==> src/sv/sdcp_pkg.sv <==
// ----------------------------------------------------------------------------
// sdcp_pkg
// Character codes, result codes, state bundle and fraction weights shared by
// the serial decimal command parser.
// ----------------------------------------------------------------------------
`timescale 1ns / 1ps

package sdcp_pkg;

	localparam int unsigned ACC_W   = 16;
	localparam int unsigned GAIN_W  = 33;
	localparam int unsigned SPEED_W = 15;
	localparam int unsigned FCNT_W  = 3;

	localparam logic [7:0] CH_SLASH = 8'h2F;
	localparam logic [7:0] CH_POINT = 8'h2E;
	localparam logic [7:0] CH_ZERO  = 8'h30;
	localparam logic [7:0] CH_NINE  = 8'h39;
	localparam logic [7:0] CH_P     = 8'h50;
	localparam logic [7:0] CH_D     = 8'h44;
	localparam logic [7:0] CH_V     = 8'h56;

	localparam logic [SPEED_W-1:0] SPEED_MAX = {SPEED_W{1'b1}};

	typedef enum logic [1:0] {
		TGT_PGAIN = 2'd0,
		TGT_DGAIN = 2'd1,
		TGT_SPEED = 2'd2,
		TGT_NONE  = 2'd3
	} target_t;

	// What the result formatter needs to see of the parser state.
	typedef struct packed {
		logic [7:0]       letter;
		logic             has_letter;
		logic             digit_seen;
		logic [ACC_W-1:0] int_acc;
		logic [ACC_W-1:0] frac_acc;
	} sdcp_state_t;

	// Q0.16 weight of the k-th digit after the point: round(65536 / 10^k).
	function automatic logic [12:0] frac_weight(input logic [FCNT_W-1:0] k);
		logic [12:0] w;
		case (k)
			3'd1:    w = 13'd6554;
			3'd2:    w = 13'd655;
			3'd3:    w = 13'd66;
			3'd4:    w = 13'd7;
			3'd5:    w = 13'd1;
			default: w = 13'd0;
		endcase
		return w;
	endfunction

endpackage

==> src/sv/sdcp_accum.sv <==
// ----------------------------------------------------------------------------
// sdcp_accum
// Message state of the parser: command letter, byte count and the decimal
// integer and fraction accumulators, updated by one byte per cycle while take is high.
// ----------------------------------------------------------------------------
`timescale 1ns / 1ps

module sdcp_accum
	import sdcp_pkg::*;
#(
	parameter int unsigned BUFFER_DEPTH        = 20,
	parameter int unsigned NUMBER_END_POSITION = 10
) (
	input  logic        clk,
	input  logic        arst_n,
	input  logic        take,
	input  logic        clear,
	input  logic [7:0]  rx_byte,
	output sdcp_state_t state
);

	localparam int unsigned PW = $clog2(BUFFER_DEPTH + 1);

	logic [PW-1:0]     pos_q;
	logic [7:0]        letter_q;
	logic              digit_seen_q;
	logic              in_frac_q;
	logic [ACC_W-1:0]  int_q;
	logic [ACC_W-1:0]  frac_q;
	logic [FCNT_W-1:0] fcnt_q;

	logic [PW-1:0]     pos_d;
	logic [7:0]        letter_d;
	logic              digit_seen_d;
	logic              in_frac_d;
	logic [ACC_W-1:0]  int_d;
	logic [ACC_W-1:0]  frac_d;
	logic [FCNT_W-1:0] fcnt_d;

	logic              is_digit;
	logic [3:0]        digit;
	logic              buf_full;
	logic              past_number;
	logic [FCNT_W-1:0] k_next;
	logic [19:0]       int_next;
	logic [16:0]       frac_next;

	assign is_digit    = (rx_byte >= CH_ZERO) && (rx_byte <= CH_NINE);
	// The digit codes start at 0x30, so the value sits in the low nibble.
	assign digit       = rx_byte[3:0];
	assign buf_full    = 32'(pos_q) >= BUFFER_DEPTH;
	assign past_number = 32'(pos_q) >= NUMBER_END_POSITION;
	assign k_next      = (fcnt_q == {FCNT_W{1'b1}}) ? fcnt_q : fcnt_q + 1'b1;
	assign int_next    = ({4'd0, int_q} << 3) + ({4'd0, int_q} << 1) + 20'(digit);
	assign frac_next   = 17'(frac_q) + 17'(digit) * 17'(frac_weight(k_next));

	always_comb begin
		pos_d        = pos_q;
		letter_d     = letter_q;
		digit_seen_d = digit_seen_q;
		in_frac_d    = in_frac_q;
		int_d        = int_q;
		frac_d       = frac_q;
		fcnt_d       = fcnt_q;
		if (!buf_full) begin
			pos_d = pos_q + 1'b1;
			if (pos_q == '0) begin
				letter_d = rx_byte;
			end else if (!digit_seen_q) begin
				if (is_digit) begin
					digit_seen_d = 1'b1;
					int_d        = ACC_W'(digit);
				end
			end else if (!past_number) begin
				if (rx_byte == CH_POINT) begin
					in_frac_d = 1'b1;
					fcnt_d    = '0;
				end else if (is_digit) begin
					if (in_frac_q) begin
						fcnt_d = k_next;
						frac_d = frac_next[16] ? {ACC_W{1'b1}} : frac_next[ACC_W-1:0];
					end else begin
						int_d = (int_next[19:16] != 4'd0) ? {ACC_W{1'b1}} : int_next[ACC_W-1:0];
					end
				end
			end
		end
	end

	always_ff @(posedge clk or negedge arst_n) begin
		if (!arst_n) begin
			pos_q        <= '0;
			letter_q     <= '0;
			digit_seen_q <= 1'b0;
			in_frac_q    <= 1'b0;
			int_q        <= '0;
			frac_q       <= '0;
			fcnt_q       <= '0;
		end else if (clear) begin
			pos_q        <= '0;
			letter_q     <= '0;
			digit_seen_q <= 1'b0;
			in_frac_q    <= 1'b0;
			int_q        <= '0;
			frac_q       <= '0;
			fcnt_q       <= '0;
		end else if (take) begin
			pos_q        <= pos_d;
			letter_q     <= letter_d;
			digit_seen_q <= digit_seen_d;
			in_frac_q    <= in_frac_d;
			int_q        <= int_d;
			frac_q       <= frac_d;
			fcnt_q       <= fcnt_d;
		end
	end

	assign state.letter     = letter_q;
	assign state.has_letter = (pos_q != '0);
	assign state.digit_seen = digit_seen_q;
	assign state.int_acc    = int_q;
	assign state.frac_acc   = frac_q;

endmodule

==> src/sv/sdcp_format.sv <==
// ----------------------------------------------------------------------------
// sdcp_format
// Turns the finished message state into a command: target, negated Q16.16
// gain and saturated speed setpoint.
// ----------------------------------------------------------------------------
`timescale 1ns / 1ps

module sdcp_format
	import sdcp_pkg::*;
(
	input  sdcp_state_t        state,
	output target_t            target,
	output logic [GAIN_W-1:0]  gain_value,
	output logic [SPEED_W-1:0] speed_value
);

	logic [GAIN_W-1:0] magnitude;

	assign magnitude = {1'b0, state.int_acc, state.frac_acc};

	always_comb begin
		if (!state.digit_seen || !state.has_letter) begin
			target = TGT_NONE;
		end else if (state.letter == CH_P) begin
			target = TGT_PGAIN;
		end else if (state.letter == CH_D) begin
			target = TGT_DGAIN;
		end else if (state.letter == CH_V) begin
			target = TGT_SPEED;
		end else begin
			target = TGT_NONE;
		end
	end

	always_comb begin
		gain_value  = '0;
		speed_value = '0;
		case (target)
			TGT_PGAIN, TGT_DGAIN: begin
				gain_value = '0 - magnitude;
			end
			TGT_SPEED: begin
				speed_value = state.int_acc[ACC_W-1] ? SPEED_MAX : state.int_acc[SPEED_W-1:0];
			end
			default: begin
				gain_value  = '0;
				speed_value = '0;
			end
		endcase
	end

endmodule

==> src/sv/serial_decimal_command_parser.sv <==
// A '/' word waits in the input register until no command is waiting or the
// waiting one is being taken, then shows as a command on the master side.
// Throughput: one received word per cycle, except while a '/' waits for a
// busy result slot; the accumulator update is one add and compare stage
// between the input register and the state registers.
// Reset: arst_n clears all message state and both valid flags at once.
`timescale 1ns / 1ps

// ----------------------------------------------------------------------------
// serial_decimal_command_parser
// Parses '/'-terminated ASCII messages into gain and speed commands.
// ----------------------------------------------------------------------------
module serial_decimal_command_parser
	import sdcp_pkg::*;
#(
	parameter int unsigned BUFFER_DEPTH        = 20,
	parameter int unsigned NUMBER_END_POSITION = 10
) (
	input  logic        clk,
	input  logic        arst_n,
	input  logic        s_axis_tvalid,
	output logic        s_axis_tready,
	input  logic [7:0]  s_axis_tdata,   // [7:0] rx_byte
	output logic        m_axis_tvalid,
	input  logic        m_axis_tready,
	output logic [47:0] m_axis_tdata,   // [32:0] gain_value, [47:33] speed_value
	output logic [1:0]  m_axis_tuser    // [1:0] target
);

	logic               valid_s1;
	logic [7:0]         byte_s1;
	logic               slash_s1;
	logic               out_free;
	logic               adv_s1;
	logic               take;
	logic               clear;
	sdcp_state_t        state;
	target_t            target;
	logic [GAIN_W-1:0]  gain_value;
	logic [SPEED_W-1:0] speed_value;

	logic               m_valid_q;
	logic [GAIN_W-1:0]  gain_q;
	logic [SPEED_W-1:0] speed_q;
	logic [1:0]         target_q;

	assign slash_s1 = (byte_s1 == CH_SLASH);
	assign out_free = !m_valid_q || m_axis_tready;
	// Ordinary bytes never wait; only a terminator needs the result slot.
	assign adv_s1   = valid_s1 && (!slash_s1 || out_free);
	assign take     = adv_s1 && !slash_s1;
	assign clear    = adv_s1 && slash_s1;

	assign s_axis_tready = !valid_s1 || adv_s1;

	always_ff @(posedge clk or negedge arst_n) begin
		if (!arst_n) begin
			valid_s1 <= 1'b0;
		end else if (s_axis_tready) begin
			valid_s1 <= s_axis_tvalid;
		end
	end

	always_ff @(posedge clk) begin
		if (s_axis_tready && s_axis_tvalid) begin
			byte_s1 <= s_axis_tdata;
		end
	end

	sdcp_accum #(
		.BUFFER_DEPTH        (BUFFER_DEPTH),
		.NUMBER_END_POSITION (NUMBER_END_POSITION)
	) u_accum (
		.clk     (clk),
		.arst_n  (arst_n),
		.take    (take),
		.clear   (clear),
		.rx_byte (byte_s1),
		.state   (state)
	);

	sdcp_format u_format (
		.state       (state),
		.target      (target),
		.gain_value  (gain_value),
		.speed_value (speed_value)
	);

	always_ff @(posedge clk or negedge arst_n) begin
		if (!arst_n) begin
			m_valid_q <= 1'b0;
		end else if (clear) begin
			m_valid_q <= 1'b1;
		end else if (m_axis_tready) begin
			m_valid_q <= 1'b0;
		end
	end

	always_ff @(posedge clk) begin
		if (clear) begin
			target_q <= target;
			gain_q   <= gain_value;
			speed_q  <= speed_value;
		end
	end

	assign m_axis_tvalid = m_valid_q;
	assign m_axis_tdata  = {speed_q, gain_q};
	assign m_axis_tuser  = target_q;

endmodule

==> config.mk <==
export PLATFORM = sky130hd
export DESIGN_NAME = serial_decimal_command_parser
export DESIGN_NICKNAME = d
export VERILOG_FILES = /design/src/sv/sdcp_pkg.sv /design/src/sv/sdcp_accum.sv /design/src/sv/sdcp_format.sv /design/src/sv/serial_decimal_command_parser.sv
export SDC_FILE = /design/constraint.sdc
export NUM_CORES = 1
export LEC_CHECK = 0
export BUFFER_PORTS_ARGS = -buffer_cell sky130_fd_sc_hd__buf_2
export CAP_MARGIN = 40
export CORE_ASPECT_RATIO = 0.9
export CORE_MARGIN = 2
export CORE_UTILIZATION = 30
export CTS_BUF_LIST = sky130_fd_sc_hd__clkbuf_16
export DETAILED_ROUTE_END_ITERATION = 7
export GPL_TIMING_DRIVEN = 0
export PLACE_DENSITY = 0.54
export SETUP_SLACK_MARGIN = 0.05
export SLEW_MARGIN = 30
export SYNTH_ARGS = -nofsm -noshare
export SYNTH_HDL_FRONTEND = slang
export SYNTH_SLANG_ARGS = --single-unit
==> constraint.sdc <==
create_clock -name clk -period 16.45 [get_ports clk]
set_clock_uncertainty 0.05 [all_clocks]
set_input_delay 0 -clock clk [delete_from_list [all_inputs] [get_ports clk]]
set_output_delay 0 -clock clk [all_outputs]
set_load 0.01 [all_outputs]
==> results of run 1 <==
-- kinds of logic (layout without fill, tap and decap cells) --
group,Yosys count,in the layout,share of synthesized area
AOI/OAI and AO/OA,158,158,0.1409
muxes,7,7,0.009763
adders and majority gates,99,99,0.1843
DFF,110,110,0.3830
xor gates and xnor gates,54,54,0.05953
buffers and inverters,129,220,0.06393
and+or+nand+nor,246,246,0.1586
-- synth_stat cells, types with 7 or more instances --
cell type  instances
a211oi_1           8
a21o_1             7
a21oi_1           28
a221o_1           12
and2_1            14
clkbuf_1          29
dfrtp_1           52
edfxtp_1          58
fa_1              30
ha_1              69
inv_1             95
nand2_1           49
nand3_1           27
nor2_1            76
nor2b_1            7
nor3_1            18
o211ai_1           8
o21a_1            16
o21ai_0           36
o311ai_0          11
xnor2_1           29
xor2_1            25
-- per-layer routing --
| metal | vias to the layer above | part of all wire |
|---|---|---|
| met5 | - | 0 |
| met4 | 0 | 0.010 |
| met3 | 16 | 0.046 |
| met2 | 143 | 0.43 |
| met1 | 2892 | 0.51 |
| li1 | 2990 | - |
-- final timing paths --
check	to	start	cells past startpoint	slack (ps)
max in group asynchronous	u_accum.int_q[11]$_DFFE_PN0P_	arst_n	2	15680
hold reg to reg	u_accum.letter_q[6]$_DFFE_PN0P_	u_accum.letter_q[6]$_DFFE_PN0P_	1	450
min in group clk	byte_s1[0]$_DFFE_PP_	s_axis_tdata[0]	2	290
setup / recovery	u_accum.frac_q[4]$_DFFE_PN0P_	u_accum.fcnt_q[1]$_DFFE_PN0P_	19	10220
hold / removal	u_accum.fcnt_q[0]$_DFFE_PN0P_	arst_n	2	160
setup reg to reg	u_accum.frac_q[4]$_DFFE_PN0P_	u_accum.fcnt_q[1]$_DFFE_PN0P_	19	10220
-- layout by cell type, fill, tap and decap left out, drive strengths merged, types with 6 or more instances in the layout --
cell and count:
nor2b 7, nor3b 6, o21a 16, a211oi 8
xor2 25, or4 6, a21oi 29, and2 14
dfrtp 52, o21ai 36, nor2 77, buf 69
ha 69, clkbuf 38, fa 30, edfxtp 58
mux2 6, nor3 20, a21o 7, inv 98
a221o 12, nand3 27, nor4 6, or3 9
o211ai 8, dlygate4sd3 11, xnor2 29, o311ai 11
nand2 49
-- power by group through the flow --
| stage | registers [mW] | clock network [mW] | logic, mW |
|---|---|---|---|
| after floorplan | 0.375 | 0 | 0.885 |
| after global placement | 0.392 | 0 | 1.09 |
| after detailed placement | 0.394 | 0 | 1.10 |
| after CTS | 0.387 | 0.230 | 1.11 |
| after global routing | 0.396 | 0.241 | 1.27 |
| final | 0.388 | 0.222 | 1.10 |
-- worst max-delay path: stages, from the launching register on --
cell and delay, ps:
dfrtp_1 450, ha_1 300, clkbuf_1 290, nand2_1 150, mux2_2 280, o21ai_0 320, nand2_1 140, fa_1 590
fa_1 450, fa_1 520, inv_1 40, ha_1 230, a211oi_1 310, o21bai_1 200, o211a_1 260, o211a_1 230
or3_1 360, nand3_1 270, clkbuf_1 400, o311ai_0 230
-- per-stage QoR --
stage	cell area, um^2	hold WS, ps	instances	power (mW)	setup slack [ps]
6_report	9155	160.0	1242	1.714	10220
5_1_grt	9155	241.4	1242	1.903	9800
4_1_cts	9155	213.4	1242	1.724	10190
3_5_place_dp	8735	68.57	1215	1.495	10230
3_3_place_gp	8696	129.6	1214	1.483	10150
2_1_floorplan	7945	-345.6	803	1.260	10980
-- area by class of cell --
cell class	count	area share
Inverter	95	0.03895
Clock inverter	7	0.009293
Multi-Input combinational cell	564	0.4805
Timing Repair Buffer	75	0.04975
Tap cell	348	0.04756
Buffer	34	0.01695
Clock buffer	9	0.02460
Sequential cell	110	0.3324
-- registers in the layout, summed over array words and instances (netlist names) --
register              count
byte_s1                   8
u_accum.digit_seen_q      1
m_axis_tvalid             1
gain_q                   33
u_accum.int_q            16
valid_s1                  1
u_accum.letter_q          8
speed_q                  15
u_accum.fcnt_q            3
u_accum.frac_q           16
u_accum.pos_q             5
m_axis_tuser              2
u_accum.in_frac_q         1
-- timing repair --
action / 4_1_cts / 5_1_grt
resized for setup: 0 / 0
hold buffers: 11 / 0
setup endpoints to repair: 0 / 0
endpoints found under the hold margin: 62 / 0
==> impl_metrics.csv, run 1 <==
group,metric,value,unit
finish,nFillCells,2666,
route,firstDrtPassIters,5,
sta,finalHoldViolCount,0,
die,die_area,0.02780,mm^2
finish,register_area,0.003043,mm^2
die,die_h,158.4,um
die,start_util,0.3048,
synth,yosysWarnings,0,
clock_tree,cts-root-buf,"clkbuf_16",
synth,seq_area_frac_synth,0.3830,
place,hpwl,14.46,mm
synth,synth_edf_count,58,
route,detail_route.wirelength,18.75,mm
clock_tree,cts_tree,"yes",
finish,drive_above_1_share,0.1253,
global_routing,antenna_found_initial,0,
power_and_ir_drop,p_per_area,187.2,mW/mm^2
sta,finalCritPeriodShare,0.3790,
clock_tree,h-tree-depth,3,
finish,area_growth,15.23,%
synth,synth_cell_type_count,68,
global_routing,met3_usage,0.02268,
clock_tree,path_clk_slew,80,ps
setup_path,cp-end-kind,"flop",
run_status,status,"completed",
route,num_vias,6041,
synth,ys_seq_elements,110,
finish,diodes,0,
clock_tree,post_cts_buffers,0,
global_routing,grt_pass1_wl,30.46,mm
clock_tree,cts_made_buffers,9,
sta,finalSetupViolations,0,
synth,ys.flop_type,"edfxtp_1",
synth,syn_area_per_cell,9.894,um^2
power_and_ir_drop,p_leak,3.962,nW
power_and_ir_drop,p_sw,801.2,uW
power_and_ir_drop,power_frac_comb,0.644,
sta,relSlewSlack,0.5124,
setup_path,worstPathArrival,6380,ps
setup_path,worstSetupPathType,"reg -> reg",
setup_path,cp-start-kind,"flop",
power_and_ir_drop,power_frac_seq,0.227,
clock_tree,clk_path_buf_depth,2,
route,remaining_drc_errors,0,
synth,synth_cells,803,
sta,rsz0062_at_grt,"false",
global_routing,met2_usage,0.2182,
sta,tns,0,ps
sta,drv_slew,0,
place,numPortBuffers,63,
die,core_area,0.02607,mm^2
sta,worst_pin_slew,731.4,ps
die,die_w,175.5,um
route,ant_nets,0,
power_and_ir_drop,sw_frac_of_total,0.4676,
place,place.gp.congestion,0.8482,
synth,syn-num-nets,914,
route,drtIter0Drc,332,
finish,fin_util,0.3512,
power_and_ir_drop,p_int,912.3,uW
route,viasPerCell,4.864,
global_routing,gr-usage-met1,0.2031,
hold_path,hold_class,"in -> async",
synth,synth_area_leaders,"edfxtp_1 22%, dfrtp_1 16%, ha_1 11%",
global_routing,grtUsageTotal,0.1397,
route,wl_per_cell,15.09,um
finish,fin_nets,1000,
setup_path,required,16600,ps
finish,multiInputGateArea,0.004399,mm^2
die,rows,56,
global_routing,busiest_layer,"met2",
die,io_pins,64,
global_routing,overflow,0,
clock_tree,clk_latency,360,ps
sta,clock.fmax,160.4,MHz
synth,ys_async_sr_fraction,0.4727,
global_routing,grt_pass1_vias,5777,
flow_run,max_cap_viol_count,0,
power_and_ir_drop,peakVddDrop,83.26,uV
synth,synth_area_leader_cell,"edfxtp_1",
global_routing,grt_max_degree,53,
synth,syn-cell-area,0.007945,mm^2
clock_tree,cts_sinks,110,
sta,finalWorstPathRequiredPeriod,6234,ps
setup_path,cp_max_fo,10,
synth,synth_top_area_frac,0.2192,
power_and_ir_drop,p_clk_frac,0.130,
Power figures use the tool's default switching activity.
==> run 2, diff against run 1 <==
==> constraint.sdc (replaced) <==
create_clock -name clk -period 6.2 [get_ports clk]
set_clock_uncertainty 0.05 [all_clocks]
set_input_delay 0 -clock clk [delete_from_list [all_inputs] [get_ports clk]]
set_output_delay 0 -clock clk [all_outputs]
set_load 0.01 [all_outputs]
==> run 2 against run 1 <==
  * Die area did not move
  * Critical endpoint unchanged
  * Total power rose to 2.7 times the previous value
  * Sequential power rose to 2.7 times the previous value
  * Combinational power rose to 2.7 times the previous value
  * Sequential share of layout area barely moved
  * Clock power rose to 2.7 times the previous value
  * Global-route usage did not move
  * Cell count barely moved
  * Maximum frequency rose by 7.9%
==> impl_metrics.csv, run 2 (synthesis gave the netlist of run 1 again) <==
group,metric,value,unit
die,rows,56,
global_routing,antenna_found_initial,0,
sta,clock.fmax,173.1,MHz
place,place.gp.congestion,0.8482,
global_routing,grt_pass1_vias,5777,
clock_tree,h-tree-depth,3,
route,remaining_drc_errors,0,
sta,relSlewSlack,0.5135,
setup_path,cp-end-kind,"flop",
clock_tree,path_clk_slew,80,ps
route,firstDrtPassIters,5,
flow_run,max_cap_viol_count,0,
sta,finalWorstPathRequiredPeriod,5778,ps
finish,fin_util,0.3517,
finish,top_regs,"gain_q x33, u_accum.frac_q x16, u_accum.int_q x16",
route,ant_nets,0,
clock_tree,clk_path_buf_depth,2,
finish,registers.top_by_ff_count,"gain_q",
finish,diodes,0,
finish,area_growth,15.39,%
sta,drv_slew,0,
global_routing,grtUsageTotal,0.1397,
setup_path,rrSetupSlack,420,ps
clock_tree,cts-root-buf,"clkbuf_16",
route,viasPerCell,4.864,
setup_path,cp-start-kind,"flop",
sta,tns,0,ps
global_routing,overflow,0,
route,num_vias,6036,
power_and_ir_drop,peakVddDrop,220.8,uV
finish,drive_above_1_share,0.1299,
sta,hold_ws,162.4,ps
setup_path,cp_max_fo,10,
setup_path,r2r-end,"u_accum.frac_q[4]$_DFFE_PN0P_",
power_and_ir_drop,p_leak,3.967,nW
die,core_area,0.02607,mm^2
finish,largest_reg_flops,33,
sta,finalCritPeriodShare,0.9319,
setup_path,worst_r2r_path_depth,20,
finish,layout_common_cells,"95 x inv_1, 76 x nor2_1, 69 x ha_1, 64 x buf_2, 58 x edfxtp_1",
setup_path,worstSetupPathType,"reg -> reg",
setup_path,required,6360,ps
global_routing,grt_max_degree,53,
power_and_ir_drop,p_per_area,496.2,mW/mm^2
clock_tree,cts_made_buffers,9,
finish,nFillCells,2671,
finish,final_common_cell,"inv_1",
setup_path,cp-startpoint,"u_accum.fcnt_q[1]$_DFFE_PN0P_",
setup_path,r2r-start,"u_accum.fcnt_q[1]$_DFFE_PN0P_",
clock_tree,clk_latency,360,ps
die,io_pins,64,
sta,finalSetupViolations,0,
clock_tree,cts_sinks,110,
global_routing,grt_pass1_wl,30.46,mm
setup_path,critPathCapture,"u_accum.frac_q[4]$_DFFE_PN0P_",
sta,worst_pin_slew,729.7,ps
sta,finalHoldViolCount,0,
clock_tree,cts_tree,"yes",
route,wl_per_cell,15.10,um
route,detail_route.wirelength,18.74,mm
clock_tree,post_cts_buffers,0,
die,start_util,0.3048,
hold_path,hold_class,"in -> async",
route,drtIter0Drc,314,
sta,rsz0062_at_grt,"false",
die,die_w,175.5,um
place,numPortBuffers,63,
finish,fin_nets,999,
run_status,status,"completed",
die,die_area,0.02780,mm^2
place,hpwl,14.46,mm
setup_path,worstPathArrival,5940,ps
die,die_h,158.4,um
==> run 2: layout make-up <==
class                   instances  area, um^2  area share
multi-input cells             564        4414      0.4815
flip-flops and latches        110        3043      0.3319
repair buffers                 75       455.4     0.04968
well taps                     348       435.4     0.04750
inverters                      95       356.6     0.03890
clock buffers                   9       225.2     0.02457
plain buffers                  33       152.6     0.01665
clock inverters                 7       85.08    0.009281
==> run 2: per-stage QoR <==
step / power [mW] / std cells / instance area [um^2] / worst slack (ps)
after floorplan: 3.343 / 803 / 7945 / 730.1
after global placement: 3.934 / 1214 / 8696 / -104.9
after detailed placement: 3.966 / 1215 / 8735 / -20.27
after CTS: 4.575 / 1242 / 9156 / 124.4
after global routing: 5.055 / 1241 / 9168 / 117.6
final: 4.548 / 1241 / 9168 / 422.4
==> run 2: worst min path at each step <==
stage | depth (start not counted) | start | slack, ps | end
after floorplan | 0 | arst_n | -350 | m_axis_tvalid$_DFFE_PN0P_
after global placement | 1 | s_axis_tdata[2] | 130 | byte_s1[2]$_DFFE_PP_
after detailed placement | 1 | arst_n | 70 | u_accum.letter_q[7]$_DFFE_PN0P_
after CTS | 2 | arst_n | 210 | u_accum.letter_q[3]$_DFFE_PN0P_
after global routing | 2 | arst_n | 240 | u_accum.fcnt_q[0]$_DFFE_PN0P_
final | 2 | arst_n | 160 | u_accum.fcnt_q[0]$_DFFE_PN0P_
==> run 2: what timing repair did <==
item | in CTS | in global routing
gates resized for setup | 1 | 5
hold buffers | 11 | 0
endpoints found under the hold margin | 62 | 0
setup endpoints to repair | 5 | 13
pin swaps | 0 | 0
==> run 2: where the power goes <==
part	total [mW]	internal, mW	switching (mW)
Combinational	2.93	1.25	1.68
Sequential	1.03	0.882	0.148
Clock	0.590	0.289	0.300
==> run 2: routing by layer <==
layer | global-route usage | vias to the layer above | wire [um]
li1 | - | 2988 | -
met1 | 0.2031 | 2897 | 9641
met2 | 0.2182 | 135 | 8065
met3 | 0.02268 | 16 | 848
met4 | 0.03148 | 0 | 180
met5 | 0 | - | 0
==> run 2: worst max-delay path, stage by stage (launching register included) <==
cell and delay, ps:
dfrtp_1 450, ha_1 290, or2_2 310, clkbuf_1 180, nor3_2 230, nand2_1 200, fa_1 580, inv_1 50
fa_1 550, inv_1 70, fa_1 490, inv_1 40, ha_1 350, a21oi_1 160, o21ai_0 160, a31o_2 290
o211a_1 210, or3_1 380, nand3_2 170, buf_2 250, o311ai_0 170
